===== src/rtl/core/dcl_pkg.sv =====
// Shared types and constants for the DER certificate TBS/signature locator.
// Holds the beat structs, the parse phase enum and the DER tag codes.
// No dependencies.
package dcl_pkg;

    // Upper bound on certificate size; the configured size is clipped to it.
    localparam int MAX_CERT_BYTES = 4096;

    // Saturation limit of 13-bit offsets and lengths.
    localparam logic [12:0] LIM13 = 13'h1FFF;

    // DER codes.
    localparam logic [7:0] TAG_SEQ  = 8'h30;
    localparam logic [7:0] TAG_BITS = 8'h03;
    localparam logic [7:0] LEN_LONG = 8'h80;
    localparam logic [7:0] UNUSED_ZERO = 8'h00;

    // Input beat: one certificate byte.
    typedef struct packed {
        logic [7:0] data_byte;
        logic       first_byte;
    } t_in_beat;

    // Output beat: regions found or an error.
    typedef struct packed {
        logic        status;
        logic [11:0] tbs_offset;
        logic [12:0] tbs_length;
        logic [12:0] sig_offset;
        logic [11:0] sig_length;
    } t_out_beat;

    // Parse phases: for each section a tag, a first length byte and long length bytes; then skip, unused-bits and done.
    typedef enum logic [3:0] {
        PH_OUTER_TAG  = 4'd0,
        PH_OUTER_LEN1 = 4'd1,
        PH_OUTER_LENX = 4'd2,
        PH_TBS_TAG    = 4'd3,
        PH_TBS_LEN1   = 4'd4,
        PH_TBS_LENX   = 4'd5,
        PH_ALG_TAG    = 4'd6,
        PH_ALG_LEN1   = 4'd7,
        PH_ALG_LENX   = 4'd8,
        PH_BIT_TAG    = 4'd9,
        PH_BIT_LEN1   = 4'd10,
        PH_BIT_LENX   = 4'd11,
        PH_TBS_SKIP   = 4'd12,
        PH_ALG_SKIP   = 4'd13,
        PH_UNUSED     = 4'd14,
        PH_DONE       = 4'd15
    } t_phase;

    // Section of the certificate that a header belongs to.
    typedef enum logic [1:0] {
        SEC_OUTER = 2'd0,
        SEC_TBS   = 2'd1,
        SEC_ALG   = 2'd2,
        SEC_BIT   = 2'd3
    } t_sec;

endpackage


===== src/rtl/core/der_cert_tbs_sig_locator.sv =====
// Top level of the DER certificate locator: parses the byte stream and reports
// the TBS region and the signature data region, or a parse error.
// Depends on dcl_pkg.
//
//  channel | direction | handshake             | payload
//  --------+-----------+-----------------------+------------------------------
//  in      | input     | i_in_valid/o_in_stall | i_in_beat  (t_in_beat)
//  out     | output    | o_out_valid/i_out_stall | o_out_beat (t_out_beat)
//  cfg     | input     | i_cfg_we              | i_cfg_wdata (total size)
//
// A new byte is accepted every cycle unless a stalled result beat holds the input register.
// A result beat is computed from the byte in the input register and held in the result register.
// Synchronous active-low reset clears the parse state and the size register.
// A byte waits in the input register only while a result beat is stalled.
module der_cert_tbs_sig_locator
    import dcl_pkg::*;
(
    input  logic        i_clk,
    input  logic        i_rst_n,
    input  logic        i_cfg_we,
    input  logic [12:0] i_cfg_wdata,
    input  logic        i_in_valid,
    output logic        o_in_stall,
    input  t_in_beat    i_in_beat,
    output logic        o_out_valid,
    input  logic        i_out_stall,
    output t_out_beat   o_out_beat
);

    // Handshake and pipeline registers.
    logic        r_in_valid;
    t_in_beat    r_in;
    logic        r_out_valid;
    t_out_beat   r_out;
    logic [12:0] r_total_size;

    // Parse state.
    t_phase      r_phase,      n_phase;
    logic [12:0] r_byte_index, n_byte_index;
    logic [12:0] r_len_value,  n_len_value;
    logic        r_len_ovf,    n_len_ovf;
    logic [6:0]  r_len_left,   n_len_left;
    logic [12:0] r_skip,       n_skip;
    logic [11:0] r_tbs_off,    n_tbs_off;
    logic [12:0] r_tbs_len,    n_tbs_len;

    // Working values of the parse step.
    logic        out_free;
    logic        proc;
    logic        load;
    logic        first;
    logic [7:0]  b;
    t_phase      s_phase;
    logic [12:0] s_byte_index;
    logic [12:0] s_len_value;
    logic        s_len_ovf;
    logic [6:0]  s_len_left;
    logic [12:0] s_skip;
    logic [11:0] s_tbs_off;
    logic [12:0] s_tbs_len;
    logic [12:0] bound;
    logic [13:0] pos1;
    logic [7:0]  want;
    logic        ld_fire;
    logic [12:0] ld_len;
    logic        ld_ovf;
    logic [14:0] ld_end;
    logic [14:0] cnt_end;
    logic [6:0]  left_dec;
    logic        res_fire;
    t_out_beat   res;

    // Section of a header phase.
    function automatic t_sec sec_of(input t_phase ph);
        t_sec s;
        case (ph)
            PH_OUTER_TAG, PH_OUTER_LEN1, PH_OUTER_LENX: s = SEC_OUTER;
            PH_TBS_TAG, PH_TBS_LEN1, PH_TBS_LENX:       s = SEC_TBS;
            PH_ALG_TAG, PH_ALG_LEN1, PH_ALG_LENX:       s = SEC_ALG;
            default:                                   s = SEC_BIT;
        endcase
        return s;
    endfunction

    // The parse stage advances when the result register can take a beat.
    assign out_free   = !r_out_valid || !i_out_stall;
    assign proc       = r_in_valid && out_free;
    assign o_in_stall = r_in_valid && !out_free;
    assign load       = i_in_valid && !o_in_stall;

    // Effective bound is the configured size clipped to the maximum.
    assign bound = (32'(r_total_size) < MAX_CERT_BYTES) ? r_total_size
                                                        : 13'(MAX_CERT_BYTES);

    // Next parse state for the byte in the input register.
    always_comb begin
        first = r_in.first_byte;
        b     = r_in.data_byte;

        // A first byte restarts the parse from the reset state.
        s_phase      = first ? PH_OUTER_TAG : r_phase;
        s_byte_index = first ? 13'd0 : r_byte_index;
        s_len_value  = first ? 13'd0 : r_len_value;
        s_len_ovf    = first ? 1'b0  : r_len_ovf;
        s_len_left   = first ? 7'd0  : r_len_left;
        s_skip       = first ? 13'd0 : r_skip;
        s_tbs_off    = first ? 12'd0 : r_tbs_off;
        s_tbs_len    = first ? 13'd0 : r_tbs_len;

        n_phase      = s_phase;
        n_len_value  = s_len_value;
        n_len_ovf    = s_len_ovf;
        n_len_left   = s_len_left;
        n_skip       = s_skip;
        n_tbs_off    = s_tbs_off;
        n_tbs_len    = s_tbs_len;
        n_byte_index = (s_byte_index < LIM13) ? s_byte_index + 13'd1 : LIM13;

        pos1     = {1'b0, s_byte_index} + 14'd1;
        want     = (s_phase == PH_BIT_TAG) ? TAG_BITS : TAG_SEQ;
        ld_fire  = 1'b0;
        ld_len   = 13'd0;
        ld_ovf   = 1'b0;
        left_dec = s_len_left - 7'd1;
        cnt_end  = {1'b0, pos1} + 15'({b[6:0]});

        case (s_phase)
            // Tag byte of a header.
            PH_OUTER_TAG, PH_TBS_TAG, PH_ALG_TAG, PH_BIT_TAG: begin
                if (pos1 > {1'b0, bound} || b != want) begin
                    n_phase = PH_DONE;
                end else begin
                    if (s_phase == PH_TBS_TAG) begin
                        n_tbs_off = s_byte_index[11:0];
                    end
                    n_phase = t_phase'(4'(s_phase) + 4'd1);
                end
            end
            // First length byte: short form, or the count of long-form bytes.
            PH_OUTER_LEN1, PH_TBS_LEN1, PH_ALG_LEN1, PH_BIT_LEN1: begin
                if (pos1 > {1'b0, bound} || b == LEN_LONG) begin
                    n_phase = PH_DONE;
                end else begin
                    n_len_value = 13'd0;
                    n_len_ovf   = 1'b0;
                    if (b < LEN_LONG) begin
                        ld_fire = 1'b1;
                        ld_len  = 13'(b);
                    end else begin
                        n_len_left = b[6:0];
                        if (cnt_end > 15'(bound)) begin
                            n_phase = PH_DONE;
                        end else begin
                            n_phase = t_phase'(4'(s_phase) + 4'd1);
                        end
                    end
                end
            end
            // Long-form length bytes, big-endian, saturating.
            PH_OUTER_LENX, PH_TBS_LENX, PH_ALG_LENX, PH_BIT_LENX: begin
                if (s_len_value > (LIM13 >> 8)) begin
                    n_len_ovf   = 1'b1;
                    n_len_value = LIM13;
                end else begin
                    n_len_value = {s_len_value[4:0], b};
                end
                n_len_left = left_dec;
                if (left_dec == 7'd0) begin
                    ld_fire = 1'b1;
                    ld_len  = n_len_value;
                    ld_ovf  = n_len_ovf;
                end
            end
            // Content skipping of the TBS and algorithm sequences.
            PH_TBS_SKIP, PH_ALG_SKIP: begin
                n_skip = s_skip - 13'd1;
                if (n_skip == 13'd0) begin
                    n_phase = (s_phase == PH_TBS_SKIP) ? PH_ALG_TAG : PH_BIT_TAG;
                end
            end
            // The unused-bits byte of the signature bit string ends the parse.
            PH_UNUSED: begin
                n_phase = PH_DONE;
            end
            default: begin
                n_phase = PH_DONE;
            end
        endcase

        // Completed length: bound check and move to the next part.
        ld_end = {1'b0, pos1} + 15'(ld_len);
        if (ld_fire) begin
            n_len_value = ld_len;
            if (ld_ovf || ld_end > 15'(bound)) begin
                n_phase = PH_DONE;
            end else begin
                case (sec_of(s_phase))
                    SEC_OUTER: begin
                        n_phase = PH_TBS_TAG;
                    end
                    SEC_TBS: begin
                        n_tbs_len = 13'(ld_end - 15'(s_tbs_off));
                        n_skip    = ld_len;
                        n_phase   = (ld_len == 13'd0) ? PH_ALG_TAG : PH_TBS_SKIP;
                    end
                    SEC_ALG: begin
                        n_skip  = ld_len;
                        n_phase = (ld_len == 13'd0) ? PH_BIT_TAG : PH_ALG_SKIP;
                    end
                    default: begin
                        if (ld_len == 13'd0) begin
                            n_phase = PH_DONE;
                        end else begin
                            n_phase = PH_UNUSED;
                        end
                    end
                endcase
            end
        end
    end

    // Result beat: every step that ends the parse reports once. Only a zero
    // unused-bits byte reports the regions; every other ending is an error.
    always_comb begin
        res_fire = (s_phase != PH_DONE) && (n_phase == PH_DONE);
        res      = '0;
        if (s_phase == PH_UNUSED && b == UNUSED_ZERO) begin
            res.status     = 1'b0;
            res.tbs_offset = s_tbs_off;
            res.tbs_length = s_tbs_len;
            res.sig_offset = pos1[12:0];
            res.sig_length = 12'(s_len_value - 13'd1);
        end else begin
            res.status = 1'b1;
        end
    end

    // Size register.
    always_ff @(posedge i_clk) begin
        if (!i_rst_n) begin
            r_total_size <= 13'd0;
        end else if (i_cfg_we) begin
            r_total_size <= i_cfg_wdata;
        end
    end

    // Input register.
    always_ff @(posedge i_clk) begin
        if (!i_rst_n) begin
            r_in_valid <= 1'b0;
        end else if (load) begin
            r_in_valid <= 1'b1;
        end else if (proc) begin
            r_in_valid <= 1'b0;
        end
    end

    always_ff @(posedge i_clk) begin
        if (load) begin
            r_in <= i_in_beat;
        end
    end

    // Parse state update.
    always_ff @(posedge i_clk) begin
        if (!i_rst_n) begin
            r_phase      <= PH_OUTER_TAG;
            r_byte_index <= 13'd0;
            r_len_value  <= 13'd0;
            r_len_ovf    <= 1'b0;
            r_len_left   <= 7'd0;
            r_skip       <= 13'd0;
            r_tbs_off    <= 12'd0;
            r_tbs_len    <= 13'd0;
        end else if (proc) begin
            r_phase      <= n_phase;
            r_byte_index <= n_byte_index;
            r_len_value  <= n_len_value;
            r_len_ovf    <= n_len_ovf;
            r_len_left   <= n_len_left;
            r_skip       <= n_skip;
            r_tbs_off    <= n_tbs_off;
            r_tbs_len    <= n_tbs_len;
        end
    end

    // Result register.
    always_ff @(posedge i_clk) begin
        if (!i_rst_n) begin
            r_out_valid <= 1'b0;
        end else if (proc && res_fire) begin
            r_out_valid <= 1'b1;
        end else if (!i_out_stall) begin
            r_out_valid <= 1'b0;
        end
    end

    always_ff @(posedge i_clk) begin
        if (proc && res_fire) begin
            r_out <= res;
        end
    end

    assign o_out_valid = r_out_valid;
    assign o_out_beat  = r_out;

endmodule

===== config.mk =====
export PLATFORM = sky130hd
export DESIGN_NAME = der_cert_tbs_sig_locator
export DESIGN_NICKNAME = d
export VERILOG_FILES = /design/src/rtl/core/dcl_pkg.sv /design/src/rtl/core/der_cert_tbs_sig_locator.sv
export SDC_FILE = /design/constraint.sdc
export NUM_CORES = 1
export LEC_CHECK = 0
export ABC_AREA = 1
export BUFFER_PORTS_ARGS = -buffer_cell sky130_fd_sc_hd__buf_2
export CAP_MARGIN = 20
export CORE_MARGIN = 5
export CORE_UTILIZATION = 50
export CTS_CLUSTER_DIAMETER = 200
export CTS_CLUSTER_SIZE = 10
export DETAILED_ROUTE_END_ITERATION = 10
export PLACE_DENSITY = 0.68
export SETUP_SLACK_MARGIN = 0.2
export SYNTH_ARGS = -nofsm -noshare
export SYNTH_HDL_FRONTEND = slang
export SYNTH_SLANG_ARGS = --single-unit

===== constraint.sdc =====
create_clock -name i_clk -period 9.55 [get_ports i_clk]
set_input_delay 1.91 -clock i_clk [delete_from_list [all_inputs] [get_ports i_clk]]
set_output_delay 1.91 -clock i_clk [all_outputs]
set_load 0.01 [all_outputs]

## After elaboration in Yosys (flattened, before gate mapping)

Memory sizes are Yosys's and may differ from the RTL's.
Index checks and enable logic that the tools add are counted.
Widths: inputs -> output; s select.

- Register bits after elaboration: 151
- Memory bits (read-only): 32
- Bits of input ports: 27
- Word-level logic and storage cells: 143
- Memories kept: 1

Memories:

| name | words | bits a word | read ports | clocked after memory_dff | wr ports | RTL line | RTL |
|---|---|---|---|---|---|---|---|
| (name not given) | 16 | 2 | 1 | 0 | 0 | der_cert_tbs_sig_locator.sv:76 | `case (ph)` |

- Add/sub/neg operators: 9
- Magnitude comparators: 7
- Equality and inequality tests: 21
- Muxes and demuxes: 61
- Reductions and logical operators: 26

Operator list:

| cell | number |
|---|---|
| $mux 13 | 17 |
| $pmux 13 s2 | 2 |
| $mux 12 | 4 |
| $mux 4 | 10 |
| $eq 4x4->1 const B | 8 |
| $gt 15x13->1 | 2 |
| $logic_not 13->1 | 2 |
| $lt 13x13->1 const B | 2 |
| $mux 7 | 3 |
| $eq 4x3->1 const B | 4 |
| $mux 8 | 2 |
| $pmux 4 s4 | 1 |
| $add 14x13->15 | 1 |
| $add 14x7->15 | 1 |
| $add 13x1->14 const B | 1 |
| $gt 14x13->1 | 1 |
| $mux 1 | 14 |
| $pmux 7 s2 | 1 |
| $add 13x1->13 const B | 1 |
| $gt 13x5->1 const B | 1 |
| $sub 13x1->13 const B | 1 |
| $sub 13x12->13 | 1 |
| $pmux 4 s3 | 1 |
| $reduce_or 4->1 | 3 |
| 25 further kinds | 40 |

## Longest topological paths before layout

- Word-level depth: 19
- Gate-level depth with buffers: 52

## Worst setup path before layout

Ideal clock, no wire load.

- Kind: register to register
- Start point: register r_in (netlist bit first)
- End point: register r_out (netlist bit o_out_beat[0]), enable pin
- Library setup time: 0.405 ns
- Arrival time: 6.803 ns
- Required time: 9.145 ns
- Slack: 2.342 ns
- Stages on the path, launching flop included: 51
- Buffers on the path: 6
- Period minus slack after synthesis: 7.208 ns
- Cell sequence: edfxtp_1 > buf_6 > inv_4 > buf_8 > buf_6 > buf_6 > clkbuf_1 > buf_1 > nand2_1 > nand2_1 > nand2_1 > inv_1 > ha_1 > nand2_1 > nor2_1 > o211ai_1 > o2111ai_1 > nand3_1 > [... 15 more ...] > ha_1 > nand2_1 > nor2_1 > nand2_1 > o211ai_1 > a21oi_1 > o21a_1 > o21ai_0 > a21oi_1 > nand2_2 > nor2_4 > nand2_4 > nor2_1 > nand2_1 > nand3_1 > nor2_1 > nand2_1 > inv_1

- Longest elaborated chain between the ends: 14
- Elaborated cells between the ends (all ways): 75
- Those cells by class: 6 x add/sub; 4 x order compare; 18 x eq/ne; 32 x mux; 14 x reduce/logical; 1 x memory

Ends and longest elaborated chain:

| element | RTL line | RTL |
|---|---|---|
| start, declared | der_cert_tbs_sig_locator.sv:32 | `t_in_beat r_in;` |
| start signal, assigned | der_cert_tbs_sig_locator.sv:260 | `r_in <= i_in_beat;` |
| $mux 13 * | der_cert_tbs_sig_locator.sv:102 | `s_byte_index = first ? 13'd0 : r_byte_index;` |
| $add 13x1->14 * | der_cert_tbs_sig_locator.sv:119 | `pos1 = {1'b0, s_byte_index} + 14'd1;` |
| via pos1[5] | der_cert_tbs_sig_locator.sv:62 | `logic [13:0] pos1;` |
| $gt 14x13->1 | der_cert_tbs_sig_locator.sv:130, der_cert_tbs_sig_locator.sv:141 |  |
| $logic_or 1x1->1 | der_cert_tbs_sig_locator.sv:141 | `if (pos1 > {1'b0, bound} \|\| b == LEN_LONG) begin` |
| $mux 8 | der_cert_tbs_sig_locator.sv:141 |  |
| $pmux 13 s2 | der_cert_tbs_sig_locator.sv:127 | `case (s_phase)` |
| $add 14x13->15 or $logic_not 13->1 (tied branches) | - |  |
| $gt 15x13->1 (tied with other cells) | der_cert_tbs_sig_locator.sv:194 | `if (ld_ovf \|\| ld_end > 15'(bound)) begin` |
| $logic_or 1x1->1 or $pmux 4 s3 (tied branches) | der_cert_tbs_sig_locator.sv:194, der_cert_tbs_sig_locator.sv:197 |  |
| $mux 4 | der_cert_tbs_sig_locator.sv:194 |  |
| $mux 4 * | der_cert_tbs_sig_locator.sv:192 | `if (ld_fire) begin` |
| $eq 4x4->1 * | der_cert_tbs_sig_locator.sv:225 | `res_fire = (s_phase != PH_DONE) && (n_phase == PH_DONE);` |
| $logic_and 1x1->1 * | der_cert_tbs_sig_locator.sv:225 |  |
| $logic_and 1x1->1 * | der_cert_tbs_sig_locator.sv:299 | `if (proc && res_fire) begin` |
| end signal, assigned | der_cert_tbs_sig_locator.sv:300 | `r_out <= res;` |
| end, declared | der_cert_tbs_sig_locator.sv:34 | `t_out_beat r_out;` |

Mark *: on every way through the listed nets, which the timed path passes. The rest lies on a longest branch. The select of a mux whose other input is x is not followed.
A chain may end at the register's enable or synchronous reset.

## Worst setup path after layout

- Start point: register r_in (netlist bit first)
- End point: register r_out (netlist bit o_out_beat[23]), enable pin

The elaborated chain is that of the path after synthesis.

==> results.ini <==
[outcome]
status=finished, final reports clean

[worst_setup_path]
crit_arrival_ns=7.97
crit_top_cell=nand2_1
cp_max_fo=45
reg2reg_slack_ns=1.74
crit_type=reg -> reg
critPathMaxStageDelay_ns=0.53
critPathSlowestCell=edfxtp_1
required_ns=9.71
rr_worst_depth=43
end_kind=flip-flop
startpoint_type=flip-flop

[sta]
worst_pin_slew_ns=0.827
rsz0062_at_grt=false
setup_viol=0
setup_tns_ns=0
slew_viol_final=0
setup_ws_ns=1.74
maxSlewHeadroom_pct=44.9
fmax_mhz=128
hold_violations=0
fin_worst_skew_ns=0.00843
period_needed_ns=7.81
finalCritPeriodShare_pct=81.8

[routing]
routed_via_density=5.61
drc=0
wl_per_cell_um=17.2
drt_iter0_drc=987
vias=10700
drt_pass1_iterations=6
drt.antenna.violating_nets=0
wl_mm=32.8

[die]
ios=80
num_rows=54
dieArea_um2=25200
die_h_um=159
core_area_um2=21800
fp.dieW_um=159
initial_utilization_pct=50.7

[synth]
synthAdderAreaFrac_pct=9.59
yosysTopAreaCell=dfxtp_1
synth-xor-area-share_pct=3.64
synth_top_family_by_area=simple AND/OR/NAND/NOR gates
synthMostInstantiatedCell=nand2_1
yosysWarnings=0
syn_area_um2=11100
synth_area_leaders=dfxtp_1, edfxtp_1, nand2_1, ha_1, inv_1
synth_edf_count=60
postSynthAreaPerCell_um2=7.08
ys_ff_latch=151
synth_top_cell_area_share_pct=16.5
ys_seq_area_share_pct=32.7
muxShareOfSynthArea_pct=0
synth-main-ff-cell=dfxtp_1
syn_nets=1674
netlist_instances=1564
yosys.cell_types.count=53
async_flop_share_pct=0
synth_compound_area_share_pct=18.7
synth_common_cells=nand2_1, inv_1, nor2_1
synthSimpleGateAreaFrac_pct=24.9

[place]
port_buffers=79
dp_slack_ns=1.55
dp_hpwl_mm=24.5
gp_congestion=0.965

[clocking]
cts_max_level=4
numCtsBuffers=17
cts-root-buf=clkbuf_16
clock_latency_ns=0.43
cts-hold-fix-buffers=0
post_cts_resized=0
clk_pin_slew_ns=0.07
clock-sinks=151
cts_setup_buffers=0
cts_buffer_depth=2
cts_tree=done

[min_path]
hold_path_depth=2
min_path_type=reg -> reg

[final_layout]
fillers=2102
syn2layout_area_growth_pct=10.5
nets=1725
drive_gt1_share_pct=11.4
antennaDiodeCount=0

[global_route]
grt_pass1_vias=9747
grt_overflow=0
grt_start_max_net_pins=80
grt_usage_pct=25.5
grt_first_pass_wirelength_mm=52.8
antenna_found_initial=0

[pwr]
power_leakage_uw=0.00589
powerDensity_nw_per_um2=154
peakVddDrop_mv=0.102

[flow_run]
max_cap_viol_count=0

==> per-stage QoR <==
step | hold WS (ns) | cells | power, uW | util (%) | instance area (um^2)
2_1_floorplan | 0.445 | 1564 | 1060 | - | 11100
3_3_place_gp | 0.452 | 1875 | 1170 | 53.1 | 11600
3_5_place_dp | 0.455 | 1875 | 1170 | 53.1 | 11600
4_1_cts | 0.465 | 1907 | 1880 | 56.0 | 12200
5_1_grt | 0.479 | 1908 | 1980 | 56.0 | 12200
6_report | 0.467 | 1908 | 1880 | 56.0 | 12200
==> cell type report <==
type | instances | area, um^2 | area share, %
Multi-Input combinational cell | 1127 | 6300 | 51.5
Sequential cell | 151 | 3620 | 29.6
Inverter | 228 | 858 | 7.02
Timing Repair Buffer | 90 | 490 | 4.01
Clock buffer | 17 | 425 | 3.48
Tap cell | 280 | 350 | 2.86
Clock inverter | 15 | 188 | 1.53
==> final timing paths <==
| kind | start | end |
|---|---|---|
| max | first | o_out_beat[23] |
| min | r_tbs_len[11] | r_tbs_len[11] |
| max reg2reg | first | o_out_beat[23] |
| min reg2reg | r_tbs_len[11] | r_tbs_len[11] |
==> cell families (layout without fill, tap and decap cells) <==
group	after synthesis	in the layout
flip-flops	151	151
AO/OA/AOI/OAI	363	363
buffers and inverters	286	350
XOR/XNOR	46	46
AND/OR/NAND/NOR	635	635
adder cells (fa/ha/maj)	83	83
==> routing by layer <==
metal / up-vias / global-route usage, % / wire [um]
met2: 421 / 38.3 / 14300
li1: 5311 / - / -
met3: 57 / 4.87 / 2720
met4: 0 / 7.31 / 743
met5: - / 0 / 0
met1: 4910 / 37.3 / 15000
==> registers in the layout (all words and copies together) (netlist names) <==
signal,flops
o_out_beat,51
r_byte_index,13
r_len_value,13
r_skip,13
r_tbs_len,13
r_total_size,13
r_tbs_off,12
b,8
r_len_left,7
r_phase,4
first,1
o_out_valid,1
r_in_valid,1
r_len_ovf,1
==> report_power, final <==
| group | switching [uW] | internal [uW] |
|---|---|---|
| sequential | 23.5 | 710 |
| combinational | 294 | 140 |
| clock | 317 | 397 |
| total | 634 | 1250 |
==> worst max-delay path: cells and delay by family, from the launching register on <==
family | cells | cell delay, ns
and+or+nand+nor | 23 | 3.07
AOI/OAI and AO/OA | 8 | 1.52
adders and majority gates | 4 | 1.18
buffers and inverters | 7 | 0.91
DFF | 1 | 0.53
xor gates and xnor gates | 1 | 0.26
==> layout by cell type (no fill, tap or decap), types with 20 or more instances in the layout <==
cell and count:
o21ai_0 119, nor3_1 20, o21ai_1 20, buf_2 79
nand2_1 284, inv_1 217, dfxtp_1 91, xor2_1 36
nand3_1 65, nor2_1 196, ha_1 80, o211ai_1 26
a21oi_1 128, edfxtp_1 60
Note: power is estimated with default switching activity, not from simulation.
